===== src/sv/rlvd_pkg.sv =====
// Shared types, field positions and helpers for the run/level VLC decoder.
package rlvd_pkg;

	localparam int WINDOW_BITS = 32;
	localparam int LEN_W       = 5;
	localparam int ENTRY_W     = 12;

	// Input tdata layout, lowest bit first
	localparam int IN_WIN_LSB   = 0;
	localparam int IN_NEXT_BIT  = 32;
	localparam int IN_RLEN_LSB  = 33;
	localparam int IN_RFC_LSB   = 38;
	localparam int IN_RCNT_LSB  = 54;
	localparam int IN_RBASE_LSB = 62;
	localparam int IN_EIDX_LSB  = 69;
	localparam int IN_ERUN_LSB  = 76;
	localparam int IN_ELEV_LSB  = 82;
	localparam int IN_TDATA_W   = 88;
	localparam int OUT_TDATA_W  = 24;

	localparam logic [5:0] ESC_PREFIX   = 6'b000001;
	localparam logic [7:0] LB_LONG_POS  = 8'b00000000;
	localparam logic [7:0] LB_LONG_NEG  = 8'b10000000;
	localparam logic [5:0] ESC_USED     = 6'd20;
	localparam logic [5:0] ESC_LONG_USED = 6'd28;

	typedef enum logic [1:0] {
		OP_DECODE = 2'd0,
		OP_ROW    = 2'd1,
		OP_ENTRY  = 2'd2
	} op_t;

	typedef enum logic [1:0] {
		Q_LOAD = 2'd0,
		Q_ESC  = 2'd1,
		Q_HIT  = 2'd2,
		Q_MISS = 2'd3
	} qkind_t;

	// One command from the classifier to the executor
	typedef struct packed {
		qkind_t      kind;
		logic [5:0]  run;
		logic [8:0]  level;
		logic [5:0]  used;   // escape: bits consumed; hit: code length
		logic [11:0] wdata;  // entry load: {run, level}
		logic        sgn0;   // stream bit right after the code
		logic        sgn1;   // stream bit one further on
		logic        nextc;
	} qcmd_t;

	// Reduce a value below 512 modulo a depth of at least 16 by conditional subtraction.
	function automatic logic [9:0] mod_depth(input logic [9:0] v, input int depth);
		logic [10:0] r;
		logic [10:0] d;
		r = {1'b0, v};
		for (int k = 4; k >= 0; k--) begin
			d = 11'(depth << k);
			if (r >= d)
				r = r - d;
		end
		return r[9:0];
	endfunction

endpackage


===== src/sv/rlvd_ram.sv =====
// Generic single-write, single-read RAM with registered read data.
module rlvd_ram #(
	parameter int WIDTH = 12,
	parameter int DEPTH = 128,
	localparam int AW = $clog2(DEPTH)
) (
	input  logic             clk,
	input  logic             we,
	input  logic [AW-1:0]    waddr,
	input  logic [WIDTH-1:0] wdata,
	input  logic             re,
	input  logic [AW-1:0]    raddr,
	output logic [WIDTH-1:0] rdata
);

	logic [WIDTH-1:0] mem_q [DEPTH];

	always_ff @(posedge clk) begin
		if (we)
			mem_q[waddr] <= wdata;
		if (re)
			rdata <= mem_q[raddr];
	end

endmodule


===== src/sv/rlvd_queue.sv =====
// Two-entry queue between the classifier and the executor.
module rlvd_queue #(
	parameter int WIDTH = 8
) (
	input  logic             clk,
	input  logic             arst_n,
	input  logic             push,
	input  logic [WIDTH-1:0] din,
	output logic             full,
	input  logic             pop,
	output logic [WIDTH-1:0] dout,
	output logic             empty
);

	logic [WIDTH-1:0] slot_q [2];
	logic             wr_ptr_q;
	logic             rd_ptr_q;
	logic [1:0]       cnt_q;

	assign full  = cnt_q == 2'd2;
	assign empty = cnt_q == 2'd0;
	assign dout  = slot_q[rd_ptr_q];

	always_ff @(posedge clk) begin
		if (push)
			slot_q[wr_ptr_q] <= din;
	end

	always_ff @(posedge clk or negedge arst_n) begin
		if (!arst_n) begin
			wr_ptr_q <= 1'b0;
			rd_ptr_q <= 1'b0;
			cnt_q    <= 2'd0;
		end else begin
			if (push)
				wr_ptr_q <= ~wr_ptr_q;
			if (pop)
				rd_ptr_q <= ~rd_ptr_q;
			if (push && !pop)
				cnt_q <= cnt_q + 2'd1;
			else if (pop && !push)
				cnt_q <= cnt_q - 2'd1;
		end
	end

endmodule


===== src/sv/rlvd_front.sv =====
// Input stage: holds the length rows, classifies each beat and queues commands.
module rlvd_front import rlvd_pkg::*; #(
	parameter int MAX_CODE_LEN = 16,
	parameter int TABLE_DEPTH  = 128,
	localparam int IDX_W = $clog2(TABLE_DEPTH)
) (
	input  logic                  clk,
	input  logic                  arst_n,
	input  logic                  in_valid,
	output logic                  in_ready,
	input  logic [1:0]            in_op,
	input  logic [IN_TDATA_W-1:0] in_data,
	input  logic [LEN_W-1:0]      shortest_code,
	input  logic [LEN_W-1:0]      longest_code,
	output logic                  push,
	input  logic                  full,
	output logic [IDX_W-1:0]      push_addr,
	output qcmd_t                 push_cmd
);

	localparam int CMP_W = ((MAX_CODE_LEN > 16) ? MAX_CODE_LEN : 16) + 1;

	logic                  valid_s1;
	logic [1:0]            op_s1;
	logic [IN_TDATA_W-1:0] data_s1;

	logic [WINDOW_BITS-1:0] win;
	logic                   nextc;
	logic [LEN_W-1:0]       row_len;
	logic [15:0]            row_first;
	logic [7:0]             row_cnt;
	logic [6:0]             row_base;
	logic [6:0]             ent_idx;
	logic [5:0]             ent_run;
	logic [5:0]             ent_lev;

	logic [15:0] first_q [1:MAX_CODE_LEN];
	logic [7:0]  count_q [1:MAX_CODE_LEN];
	logic [6:0]  base_q  [1:MAX_CODE_LEN];

	logic                   hit [1:MAX_CODE_LEN];
	logic [7:0]             off [1:MAX_CODE_LEN];
	logic                   sg0 [1:MAX_CODE_LEN];
	logic                   sg1 [1:MAX_CODE_LEN];

	logic [LEN_W-1:0] start_len;
	logic [LEN_W-1:0] stop_len;
	logic             found;
	logic [LEN_W-1:0] sel_len;
	logic [7:0]       sel_off;
	logic [6:0]       sel_base;
	logic             sel_s0;
	logic             sel_s1;
	logic [9:0]       hit_idx;
	logic [9:0]       load_idx;

	logic       esc;
	logic [5:0] esc_run;
	logic [7:0] esc_lb;
	logic [7:0] esc_nx;

	logic needs_push;
	logic consume;
	logic row_we;

	assign win       = data_s1[IN_WIN_LSB +: WINDOW_BITS];
	assign nextc     = data_s1[IN_NEXT_BIT];
	assign row_len   = data_s1[IN_RLEN_LSB +: LEN_W];
	assign row_first = data_s1[IN_RFC_LSB +: 16];
	assign row_cnt   = data_s1[IN_RCNT_LSB +: 8];
	assign row_base  = data_s1[IN_RBASE_LSB +: 7];
	assign ent_idx   = data_s1[IN_EIDX_LSB +: 7];
	assign ent_run   = data_s1[IN_ERUN_LSB +: 6];
	assign ent_lev   = data_s1[IN_ELEV_LSB +: 6];

	assign needs_push = (op_s1 == OP_DECODE) || (op_s1 == OP_ENTRY);
	assign consume    = valid_s1 && (!needs_push || !full);
	assign push       = valid_s1 && needs_push && !full;
	assign in_ready   = !valid_s1 || consume;
	assign row_we     = consume && (op_s1 == OP_ROW);

	always_ff @(posedge clk or negedge arst_n) begin
		if (!arst_n)
			valid_s1 <= 1'b0;
		else if (in_ready)
			valid_s1 <= in_valid;
	end

	always_ff @(posedge clk) begin
		if (in_ready && in_valid) begin
			op_s1   <= in_op;
			data_s1 <= in_data;
		end
	end

	assign start_len = (shortest_code == '0) ? LEN_W'(1) : shortest_code;
	assign stop_len  = (longest_code > LEN_W'(MAX_CODE_LEN)) ? LEN_W'(MAX_CODE_LEN)
		: longest_code;

	// One compare lane per code length; a row load only lands on its own lane
	for (genvar gl = 1; gl <= MAX_CODE_LEN; gl++) begin : g_lane
		logic [CMP_W-1:0] diff;

		assign diff = CMP_W'(win[WINDOW_BITS-1 -: gl]) - CMP_W'(first_q[gl]);
		assign hit[gl] = (LEN_W'(gl) >= start_len) && (LEN_W'(gl) <= stop_len)
			&& !diff[CMP_W-1] && (diff[CMP_W-2:0] < (CMP_W-1)'(count_q[gl]));
		assign off[gl] = diff[7:0];
		assign sg0[gl] = win[WINDOW_BITS-1-gl];
		assign sg1[gl] = win[WINDOW_BITS-2-gl];

		always_ff @(posedge clk or negedge arst_n) begin
			if (!arst_n)
				count_q[gl] <= 8'd0;
			else if (row_we && row_len == LEN_W'(gl))
				count_q[gl] <= row_cnt;
		end

		always_ff @(posedge clk) begin
			if (row_we && row_len == LEN_W'(gl)) begin
				first_q[gl] <= row_first;
				base_q[gl]  <= row_base;
			end
		end
	end

	// Shortest matching length wins
	always_comb begin
		found    = 1'b0;
		sel_len  = '0;
		sel_off  = '0;
		sel_base = '0;
		sel_s0   = 1'b0;
		sel_s1   = 1'b0;
		for (int l = MAX_CODE_LEN; l >= 1; l--) begin
			if (hit[l]) begin
				found    = 1'b1;
				sel_len  = LEN_W'(l);
				sel_off  = off[l];
				sel_base = base_q[l];
				sel_s0   = sg0[l];
				sel_s1   = sg1[l];
			end
		end
	end

	assign hit_idx  = mod_depth(10'(sel_base) + 10'(sel_off), TABLE_DEPTH);
	assign load_idx = mod_depth(10'(ent_idx), TABLE_DEPTH);

	assign esc     = win[WINDOW_BITS-1 -: 6] == ESC_PREFIX;
	assign esc_run = win[WINDOW_BITS-7 -: 6];
	assign esc_lb  = win[WINDOW_BITS-13 -: 8];
	assign esc_nx  = win[WINDOW_BITS-21 -: 8];

	always_comb begin
		push_cmd  = '0;
		push_cmd.kind = Q_MISS;
		push_addr = '0;
		unique case (op_s1)
			OP_DECODE: begin
				push_cmd.nextc = nextc;
				if (esc) begin
					push_cmd.kind = Q_ESC;
					push_cmd.run  = esc_run;
					if (esc_lb == LB_LONG_POS) begin
						push_cmd.level = {1'b0, esc_nx};
						push_cmd.used  = ESC_LONG_USED;
					end else if (esc_lb == LB_LONG_NEG) begin
						push_cmd.level = {1'b1, esc_nx};
						push_cmd.used  = ESC_LONG_USED;
					end else begin
						push_cmd.level = {esc_lb[7], esc_lb};
						push_cmd.used  = ESC_USED;
					end
				end else if (found) begin
					push_cmd.kind = Q_HIT;
					push_cmd.used = {1'b0, sel_len};
					push_cmd.sgn0 = sel_s0;
					push_cmd.sgn1 = sel_s1;
					push_addr     = hit_idx[IDX_W-1:0];
				end
			end
			OP_ENTRY: begin
				push_cmd.kind  = Q_LOAD;
				push_cmd.wdata = {ent_run, ent_lev};
				push_addr      = load_idx[IDX_W-1:0];
			end
			default: begin
				push_cmd.kind = Q_MISS;
			end
		endcase
	end

endmodule


===== src/sv/rlvd_back.sv =====
// Executor: entry RAM writes and reads, result assembly and the output register.
module rlvd_back import rlvd_pkg::*; #(
	parameter int TABLE_DEPTH = 128,
	localparam int IDX_W = $clog2(TABLE_DEPTH),
	localparam int CMD_W = $bits(qcmd_t)
) (
	input  logic                   clk,
	input  logic                   arst_n,
	input  logic [IDX_W+CMD_W-1:0] q_dout,
	input  logic                   q_empty,
	output logic                   q_pop,
	output logic                   out_valid,
	input  logic                   out_ready,
	output logic [OUT_TDATA_W-1:0] out_data,
	output logic                   out_status
);

	typedef enum logic [1:0] {
		B_IDLE = 2'b01,
		B_READ = 2'b10
	} bstate_t;

	bstate_t state_q;
	bstate_t state_d;

	qcmd_t            cmd;
	logic [IDX_W-1:0] addr;

	logic               ram_we;
	logic               ram_re;
	logic [ENTRY_W-1:0] ram_rdata;

	logic       nextc_q;
	logic       sgn0_q;
	logic       sgn1_q;
	logic [5:0] len_q;

	logic       out_free;
	logic       load_out;
	logic [5:0] run_d;
	logic [8:0] level_d;
	logic [5:0] used_d;
	logic       status_d;

	logic       out_valid_q;
	logic [5:0] out_run_q;
	logic [8:0] out_level_q;
	logic [5:0] out_used_q;
	logic       out_status_q;

	logic [5:0] e_run;
	logic [5:0] e_mag;
	logic       ext;
	logic       sgn;
	logic [8:0] mag9;

	assign cmd  = qcmd_t'(q_dout[CMD_W-1:0]);
	assign addr = q_dout[CMD_W +: IDX_W];

	rlvd_ram #(
		.WIDTH (ENTRY_W),
		.DEPTH (TABLE_DEPTH)
	) u_entry_ram (
		.clk   (clk),
		.we    (ram_we),
		.waddr (addr),
		.wdata (cmd.wdata),
		.re    (ram_re),
		.raddr (addr),
		.rdata (ram_rdata)
	);

	assign out_free = !out_valid_q || out_ready;

	// The run 0, level 1 entry takes one extra bit after a first coefficient
	assign e_run = ram_rdata[11:6];
	assign e_mag = ram_rdata[5:0];
	assign ext   = (e_run == 6'd0) && (e_mag == 6'd1) && nextc_q;
	assign sgn   = ext ? sgn1_q : sgn0_q;
	assign mag9  = {3'b000, e_mag};

	always_comb begin
		state_d  = state_q;
		q_pop    = 1'b0;
		ram_we   = 1'b0;
		ram_re   = 1'b0;
		load_out = 1'b0;
		run_d    = cmd.run;
		level_d  = cmd.level;
		used_d   = cmd.used;
		status_d = cmd.kind == Q_MISS;
		unique case (state_q)
			B_IDLE: begin
				if (!q_empty) begin
					unique case (cmd.kind)
						Q_LOAD: begin
							ram_we = 1'b1;
							q_pop  = 1'b1;
						end
						Q_HIT: begin
							ram_re  = 1'b1;
							q_pop   = 1'b1;
							state_d = B_READ;
						end
						Q_ESC, Q_MISS: begin
							if (out_free) begin
								load_out = 1'b1;
								q_pop    = 1'b1;
							end
						end
					endcase
				end
			end
			B_READ: begin
				run_d    = e_run;
				level_d  = sgn ? (9'd0 - mag9) : mag9;
				used_d   = len_q + 6'(ext) + 6'd1;
				status_d = 1'b0;
				if (out_free) begin
					load_out = 1'b1;
					state_d  = B_IDLE;
				end
			end
			default: begin
				state_d = B_IDLE;
			end
		endcase
	end

	always_ff @(posedge clk or negedge arst_n) begin
		if (!arst_n) begin
			state_q     <= B_IDLE;
			out_valid_q <= 1'b0;
		end else begin
			state_q <= state_d;
			if (load_out)
				out_valid_q <= 1'b1;
			else if (out_ready)
				out_valid_q <= 1'b0;
		end
	end

	always_ff @(posedge clk) begin
		if (ram_re) begin
			nextc_q <= cmd.nextc;
			sgn0_q  <= cmd.sgn0;
			sgn1_q  <= cmd.sgn1;
			len_q   <= cmd.used;
		end
		if (load_out) begin
			out_run_q    <= run_d;
			out_level_q  <= level_d;
			out_used_q   <= used_d;
			out_status_q <= status_d;
		end
	end

	assign out_valid  = out_valid_q;
	assign out_data   = {3'b000, out_used_q, out_level_q, out_run_q};
	assign out_status = out_status_q;

endmodule


===== src/sv/dct_run_level_vlc_decoder.sv =====
// Top level of the DCT run/level VLC decoder: configuration port, classifier, queue, executor.
// Path: a decode beat passes the input register and the queue to the output register for an
// escape or a miss; a table hit also passes the entry RAM read and the B_READ state.
// Throughput: one escape, miss or load per cycle while the queue has room and, for escapes
// and misses, the output is free; a table hit stays in B_READ for the registered RAM read.
// Reset: clears all handshake state, the per-length code counts and sets the search bounds
// to 2 and 16; code rows and entry RAM keep their contents and need no clearing pass.
module dct_run_level_vlc_decoder import rlvd_pkg::*; #(
	parameter int MAX_CODE_LEN = 16,
	parameter int TABLE_DEPTH  = 128
) (
	input  logic                   clk,
	input  logic                   arst_n,
	input  logic                   s_axis_tvalid,
	output logic                   s_axis_tready,
	// bit_window[31:0], next_coefficient[32], row_length[37:33], row_first_code[53:38],
	// row_count[61:54], row_base[68:62], entry_index[75:69], entry_run[81:76],
	// entry_level[87:82]
	input  logic [IN_TDATA_W-1:0]  s_axis_tdata,
	// operation[1:0]
	input  logic [1:0]             s_axis_tuser,
	output logic                   m_axis_tvalid,
	input  logic                   m_axis_tready,
	// run[5:0], level[14:6], bits_used[20:15], zero[23:21]
	output logic [OUT_TDATA_W-1:0] m_axis_tdata,
	// status[0]
	output logic                   m_axis_tuser,
	input  logic                   psel,
	input  logic                   penable,
	input  logic                   pwrite,
	input  logic [2:0]             paddr,
	input  logic [31:0]            pwdata,
	output logic [31:0]            prdata,
	output logic                   pready
);

	localparam int IDX_W = $clog2(TABLE_DEPTH);
	localparam int CMD_W = $bits(qcmd_t);

	logic [LEN_W-1:0] shortest_q;
	logic [LEN_W-1:0] longest_q;
	logic             cfg_we;

	logic             push;
	logic             q_full;
	logic [IDX_W-1:0] push_addr;
	qcmd_t            push_cmd;
	logic             q_pop;
	logic             q_empty;
	logic [IDX_W+CMD_W-1:0] q_dout;

	assign pready = 1'b1;
	assign cfg_we = psel && penable && pwrite && pready;
	assign prdata = paddr[2] ? {27'd0, longest_q} : {27'd0, shortest_q};

	always_ff @(posedge clk or negedge arst_n) begin
		if (!arst_n) begin
			shortest_q <= LEN_W'(2);
			longest_q  <= LEN_W'(16);
		end else if (cfg_we) begin
			if (paddr[2])
				longest_q <= pwdata[LEN_W-1:0];
			else
				shortest_q <= pwdata[LEN_W-1:0];
		end
	end

	rlvd_front #(
		.MAX_CODE_LEN (MAX_CODE_LEN),
		.TABLE_DEPTH  (TABLE_DEPTH)
	) u_front (
		.clk           (clk),
		.arst_n        (arst_n),
		.in_valid      (s_axis_tvalid),
		.in_ready      (s_axis_tready),
		.in_op         (s_axis_tuser),
		.in_data       (s_axis_tdata),
		.shortest_code (shortest_q),
		.longest_code  (longest_q),
		.push          (push),
		.full          (q_full),
		.push_addr     (push_addr),
		.push_cmd      (push_cmd)
	);

	rlvd_queue #(
		.WIDTH (IDX_W + CMD_W)
	) u_queue (
		.clk    (clk),
		.arst_n (arst_n),
		.push   (push),
		.din    ({push_addr, push_cmd}),
		.full   (q_full),
		.pop    (q_pop),
		.dout   (q_dout),
		.empty  (q_empty)
	);

	rlvd_back #(
		.TABLE_DEPTH (TABLE_DEPTH)
	) u_back (
		.clk        (clk),
		.arst_n     (arst_n),
		.q_dout     (q_dout),
		.q_empty    (q_empty),
		.q_pop      (q_pop),
		.out_valid  (m_axis_tvalid),
		.out_ready  (m_axis_tready),
		.out_data   (m_axis_tdata),
		.out_status (m_axis_tuser)
	);

endmodule

===== config.mk =====
export PLATFORM = sky130hd
export DESIGN_NAME = dct_run_level_vlc_decoder
export DESIGN_NICKNAME = d
export VERILOG_FILES = /design/src/sv/rlvd_pkg.sv /design/src/sv/rlvd_ram.sv /design/src/sv/rlvd_queue.sv /design/src/sv/rlvd_front.sv /design/src/sv/rlvd_back.sv /design/src/sv/dct_run_level_vlc_decoder.sv
export SDC_FILE = /design/constraint.sdc
export NUM_CORES = 2
export LEC_CHECK = 0
export ABC_AREA = 1
export BUFFER_PORTS_ARGS = -buffer_cell sky130_fd_sc_hd__buf_2
export CAP_MARGIN = 25
export CORE_MARGIN = 10
export CORE_UTILIZATION = 57
export DETAILED_ROUTE_END_ITERATION = 12
export PLACE_DENSITY_LB_ADDON = 0.15
export RECOVER_POWER = 100
export SETUP_SLACK_MARGIN = 0.05
export SLEW_MARGIN = 20
export SYNTH_ARGS = -nofsm -noshare
export SYNTH_HDL_FRONTEND = slang
export SYNTH_SLANG_ARGS = --single-unit

===== constraint.sdc =====
create_clock -name clk -period 7.3 [get_ports clk]
set_input_delay 1.095 -clock clk [delete_from_list [all_inputs] [get_ports clk]]
set_output_delay 1.095 -clock clk [all_outputs]
set_load 0.02 [all_outputs]

==> flow_metrics.tcl <==
set metrics [dict create \
    grt_setup_unrepaired "no" \
    post_synth_main_area_contributors "sky130_fd_sc_hd__edfxtp_1, sky130_fd_sc_hd__nand2_1, sky130_fd_sc_hd__dfrtp_1" \
    detail_route.wirelength_um 261000 \
    p_total_mw 36.1 \
    critical_path.max_fanout 25 \
    clock_tree.root_cell "sky130_fd_sc_hd__clkbuf_16" \
    setup.worst_path.end_class "flip-flop" \
    period_needed_ns 6.88 \
    worst_hold_path_type "in -> reg" \
    number_of_standard_cells_in_the_final_layout_excluding_fillers 10200 \
    place.detailed.instances 9726 \
    detail_route.vias_per_cell 6.06 \
    failed_checks "capacitance limit, slew limit" \
    syn-instance-count 7421 \
    max_cap_violations 42 \
    drc 0 \
    die_width_um 429 \
    timing.reg2reg.worst_path_depth 12 \
    netlist-cell-type-count 76 \
    signed_area_change_from_the_synthesized_netlist_to_the_final_layout_pct 11.1 \
    setup_viol_count_final 0 \
    grt_start_max_net_pins 99 \
    ctsLongestPathBuffers 3 \
    cellPowerDensity_mw_per_mm2 340 \
    synth_edf_count 2120 \
    synthDominantAreaCellType "sky130_fd_sc_hd__edfxtp_1" \
    cp.required_ns 7.84 \
    tritoncts "yes" \
    grt_overflow_total 0 \
    drtAntennaViolNets 0 \
    dpl-instance-area_mm2 0.100 \
    timing.slew.headroom_pct -202 \
    fillerInstances 12500 \
    drt-pass1-iter-count 6 \
    regArea_mm2 0.0673 \
    final_hold_viol_count 0 \
    ys_warnings 0 \
    outcome "finished, violations left" \
    vdd.ir_drop.worst_mv 0.285 \
    die-area_mm2 0.184 \
    startpoint_type "flip-flop" \
    grt_pass1_wl_um 386000 \
    io-pin-count 192 \
    syn_area_mm2 0.0955 \
    setup_tns_ns 0 \
    numPortBuffers 127 \
    finish.net_count 8170 \
    cts_num_sinks 2266 \
    whs_ns 0.408 \
    asyncSetResetFlopFracSynth_pct 6.44 \
    synth_area_per_cell_um2 12.9 \
    synth_top_area_share_pct 66.7 \
    setup.worst_path.start "u_queue.rd_ptr_q" \
    multi_input_area_mm2 0.0241 \
    reg2reg_setup_slack_ns 0.42 \
    die-height_um 429 \
    via_count 61500 \
    crit_arrival_ns 7.43 \
    clkSlewWorstSetupHoldPaths_ns 0.07 \
    reg_to_reg_critical_path_endpoint "u_back.u_entry_ram.rdata[8]" \
    grt_antenna_before_repair 4 \
    clk_latency_ns 0.86 \
    layout.cell_area.non_filler_mm2 0.106 \
    wire_per_inst_um 25.7 \
    initial_core_util_pct 57.2 \
    drtIter0Drc 7226 \
    tritoncts.num_buffers 220 \
    min_period_over_period_pct 94.3 \
    fraction_of_layout_instances_using_a_drive_strength_above_1_pct 7.39 \
    timing_max_transition_violations_final 2087 \
    dp_hpwl_um 166000 \
    postSynth.topFlopCell "sky130_fd_sc_hd__edfxtp_1" \
    ys_ff_latch 2266 \
    max_freq_mhz 145 \
    r2r_start "u_queue.rd_ptr_q" \
    timing.critical_path.to "u_back.u_entry_ram.rdata[8]" \
    htreeDepth 4 \
    leakagePower_nw 38.3 \
    critical_path_class "reg -> reg" \
    tightest_slew_ns 4.54 \
    sequential_to_total_area_share_from_yosys_stat_pct 70.5 \
    groute.usage.overall_pct 27.7 \
    finalClockSkew_ns 0.0371 \
    first_global_vias 60100 \
    fp-row-count 150 \
    design.core.area_mm2 0.167 \
    gp_congestion 0.923 \
]
==> worst min path at each step <==
stage / start / to / slack [ns] / cells past startpoint
after detailed placement: u_front.count_q[48] / u_front.count_q[48] / 0.48 / 1
final: s_axis_tdata[14] / u_front.data_s1[14] / 0.41 / 1
after CTS: arst_n / u_back.out_valid / 0.19 / 1
after global placement: u_front.count_q[104] / u_front.count_q[104] / 0.47 / 1
after global routing: s_axis_tdata[54] / u_front.data_s1[54] / 0.37 / 1
after floorplan: u_front.count_q[0] / u_front.count_q[0] / 0.45 / 2
==> state kept, by name, summed over array words and instances, names as in the netlist, 2 cells and up <==
register,cells
u_back.len_q,5
u_queue.slot_q,88
u_front.op_s1,2
longest_q,5
u_queue.cnt_q,2
u_back.u_entry_ram.mem_q,1536
shortest_q,5
u_back.out_used_q,6
u_front.base_q,112
u_back.out_level_q,9
u_front.first_q,256
u_back.state_q,2
u_back.u_entry_ram.rdata,12
u_front.count_q,128
u_front.data_s1,84
u_back.out_run_q,6
==> critical path, cell delays in order (launching register included) <==
cell and delay, ns:
sky130_fd_sc_hd__dfrtp_1 0.34, sky130_fd_sc_hd__inv_1 0.33, sky130_fd_sc_hd__clkbuf_1 0.61, sky130_fd_sc_hd__or2_2 0.47
sky130_fd_sc_hd__o21ai_0 0.09, sky130_fd_sc_hd__clkbuf_1 0.43, sky130_fd_sc_hd__inv_1 0.12, sky130_fd_sc_hd__nor2_1 1.47
sky130_fd_sc_hd__clkbuf_1 0.77, sky130_fd_sc_hd__clkbuf_1 0.72, sky130_fd_sc_hd__a22o_1 0.38, sky130_fd_sc_hd__a221oi_1 0.15
sky130_fd_sc_hd__o2111ai_1 0.67
==> layout make-up <==
cell class              instances  area share, %
diodes                          2        0.00472
clock buffers                 287           5.55
clock inverters               120           1.01
inverters                     729           2.62
multi-input cells            4150           22.8
flip-flops and latches       2266           63.4
well taps                    2204           2.60
repair buffers                393           2.02
==> what timing repair did <==
action,in CTS,in global routing
hold endpoints to repair,0,0
resized for setup,0,1
buffers inserted,0,5
setup endpoints to repair,0,2
hold buffers,0,0
==> cell families after synthesis <==
logic type	Yosys count	share of synthesized area (%)
and+or+nand+nor	2353	10.6
DFF	2266	70.5
AOI/OAI and AO/OA	1372	9.74
buffers and inverters	1034	4.34
adders and majority gates	278	3.77
xor gates and xnor gates	114	1.05
other	2	0.00787
muxes	2	0.0236
==> metrics by stage <==
step | util, % | worst slack (ns)
after floorplan | - | 1.27
after global placement | 59.8 | 0.512
after detailed placement | 59.9 | 0.546
after CTS | 64.1 | 0.505
after global routing | 63.6 | 0.0420
final | 63.6 | 0.418
==> Yosys cell counts, types with 26 or more instances <==
master,number
sky130_fd_sc_hd__a21oi_1,252
sky130_fd_sc_hd__a221oi_1,136
sky130_fd_sc_hd__a22o_1,121
sky130_fd_sc_hd__a22oi_1,439
sky130_fd_sc_hd__buf_1,62
sky130_fd_sc_hd__buf_2,76
sky130_fd_sc_hd__buf_4,37
sky130_fd_sc_hd__clkbuf_1,127
sky130_fd_sc_hd__dfrtp_1,143
sky130_fd_sc_hd__edfxtp_1,2120
sky130_fd_sc_hd__ha_1,262
sky130_fd_sc_hd__inv_1,700
sky130_fd_sc_hd__nand2_1,1325
sky130_fd_sc_hd__nand3_1,203
sky130_fd_sc_hd__nand4_1,221
sky130_fd_sc_hd__nor2_1,435
sky130_fd_sc_hd__nor3_1,57
sky130_fd_sc_hd__nor4_1,26
sky130_fd_sc_hd__o21ai_0,275
sky130_fd_sc_hd__xnor2_1,31
sky130_fd_sc_hd__xor2_1,83
==> placed cells by master, fill, tap and decap left out, types with 14 or more instances in the layout <==
cell,instances
sky130_fd_sc_hd__edfxtp_1,2120
sky130_fd_sc_hd__nand2_1,1323
sky130_fd_sc_hd__inv_1,699
sky130_fd_sc_hd__a22oi_1,439
sky130_fd_sc_hd__nor2_1,432
sky130_fd_sc_hd__o21ai_0,275
sky130_fd_sc_hd__ha_1,262
sky130_fd_sc_hd__clkbuf_1,255
sky130_fd_sc_hd__a21oi_1,252
sky130_fd_sc_hd__nand4_1,222
sky130_fd_sc_hd__clkbuf_16,222
sky130_fd_sc_hd__nand3_1,203
sky130_fd_sc_hd__dfrtp_1,143
sky130_fd_sc_hd__a221oi_1,136
sky130_fd_sc_hd__a22o_1,121
sky130_fd_sc_hd__buf_4,89
sky130_fd_sc_hd__xor2_1,83
sky130_fd_sc_hd__buf_2,83
sky130_fd_sc_hd__clkinv_1,57
sky130_fd_sc_hd__nor3_1,56
sky130_fd_sc_hd__clkinv_2,38
sky130_fd_sc_hd__xnor2_1,31
sky130_fd_sc_hd__conb_1,31
sky130_fd_sc_hd__nor4_1,26
sky130_fd_sc_hd__o21ai_1,18
sky130_fd_sc_hd__a31oi_1,17
sky130_fd_sc_hd__fa_1,16
sky130_fd_sc_hd__a211oi_1,14
sky130_fd_sc_hd__or2_2,14
sky130_fd_sc_hd__o21a_1,14
sky130_fd_sc_hd__nor2_2,14
sky130_fd_sc_hd__o22ai_1,14
==> power breakdown <==
part	total, mW	switching [mW]	leakage (nW)	internal, mW
Clock	11.0	4.86	3.40	6.15
Sequential	16.4	0.291	21.2	16.1
Combinational	8.73	6.59	13.6	2.13
==> metal layers <==
metal / vias up / share of wire [%] / GRT usage (%)
met5: - / 0.0050 / 0
met4: 2 / 4.9 / 12.0
met3: 554 / 7.5 / 4.13
met2: 2793 / 48 / 46.4
met1: 30400 / 39 / 36.1
li1: 27800 / - / -
Note: power is estimated with default switching activity, not from simulation.
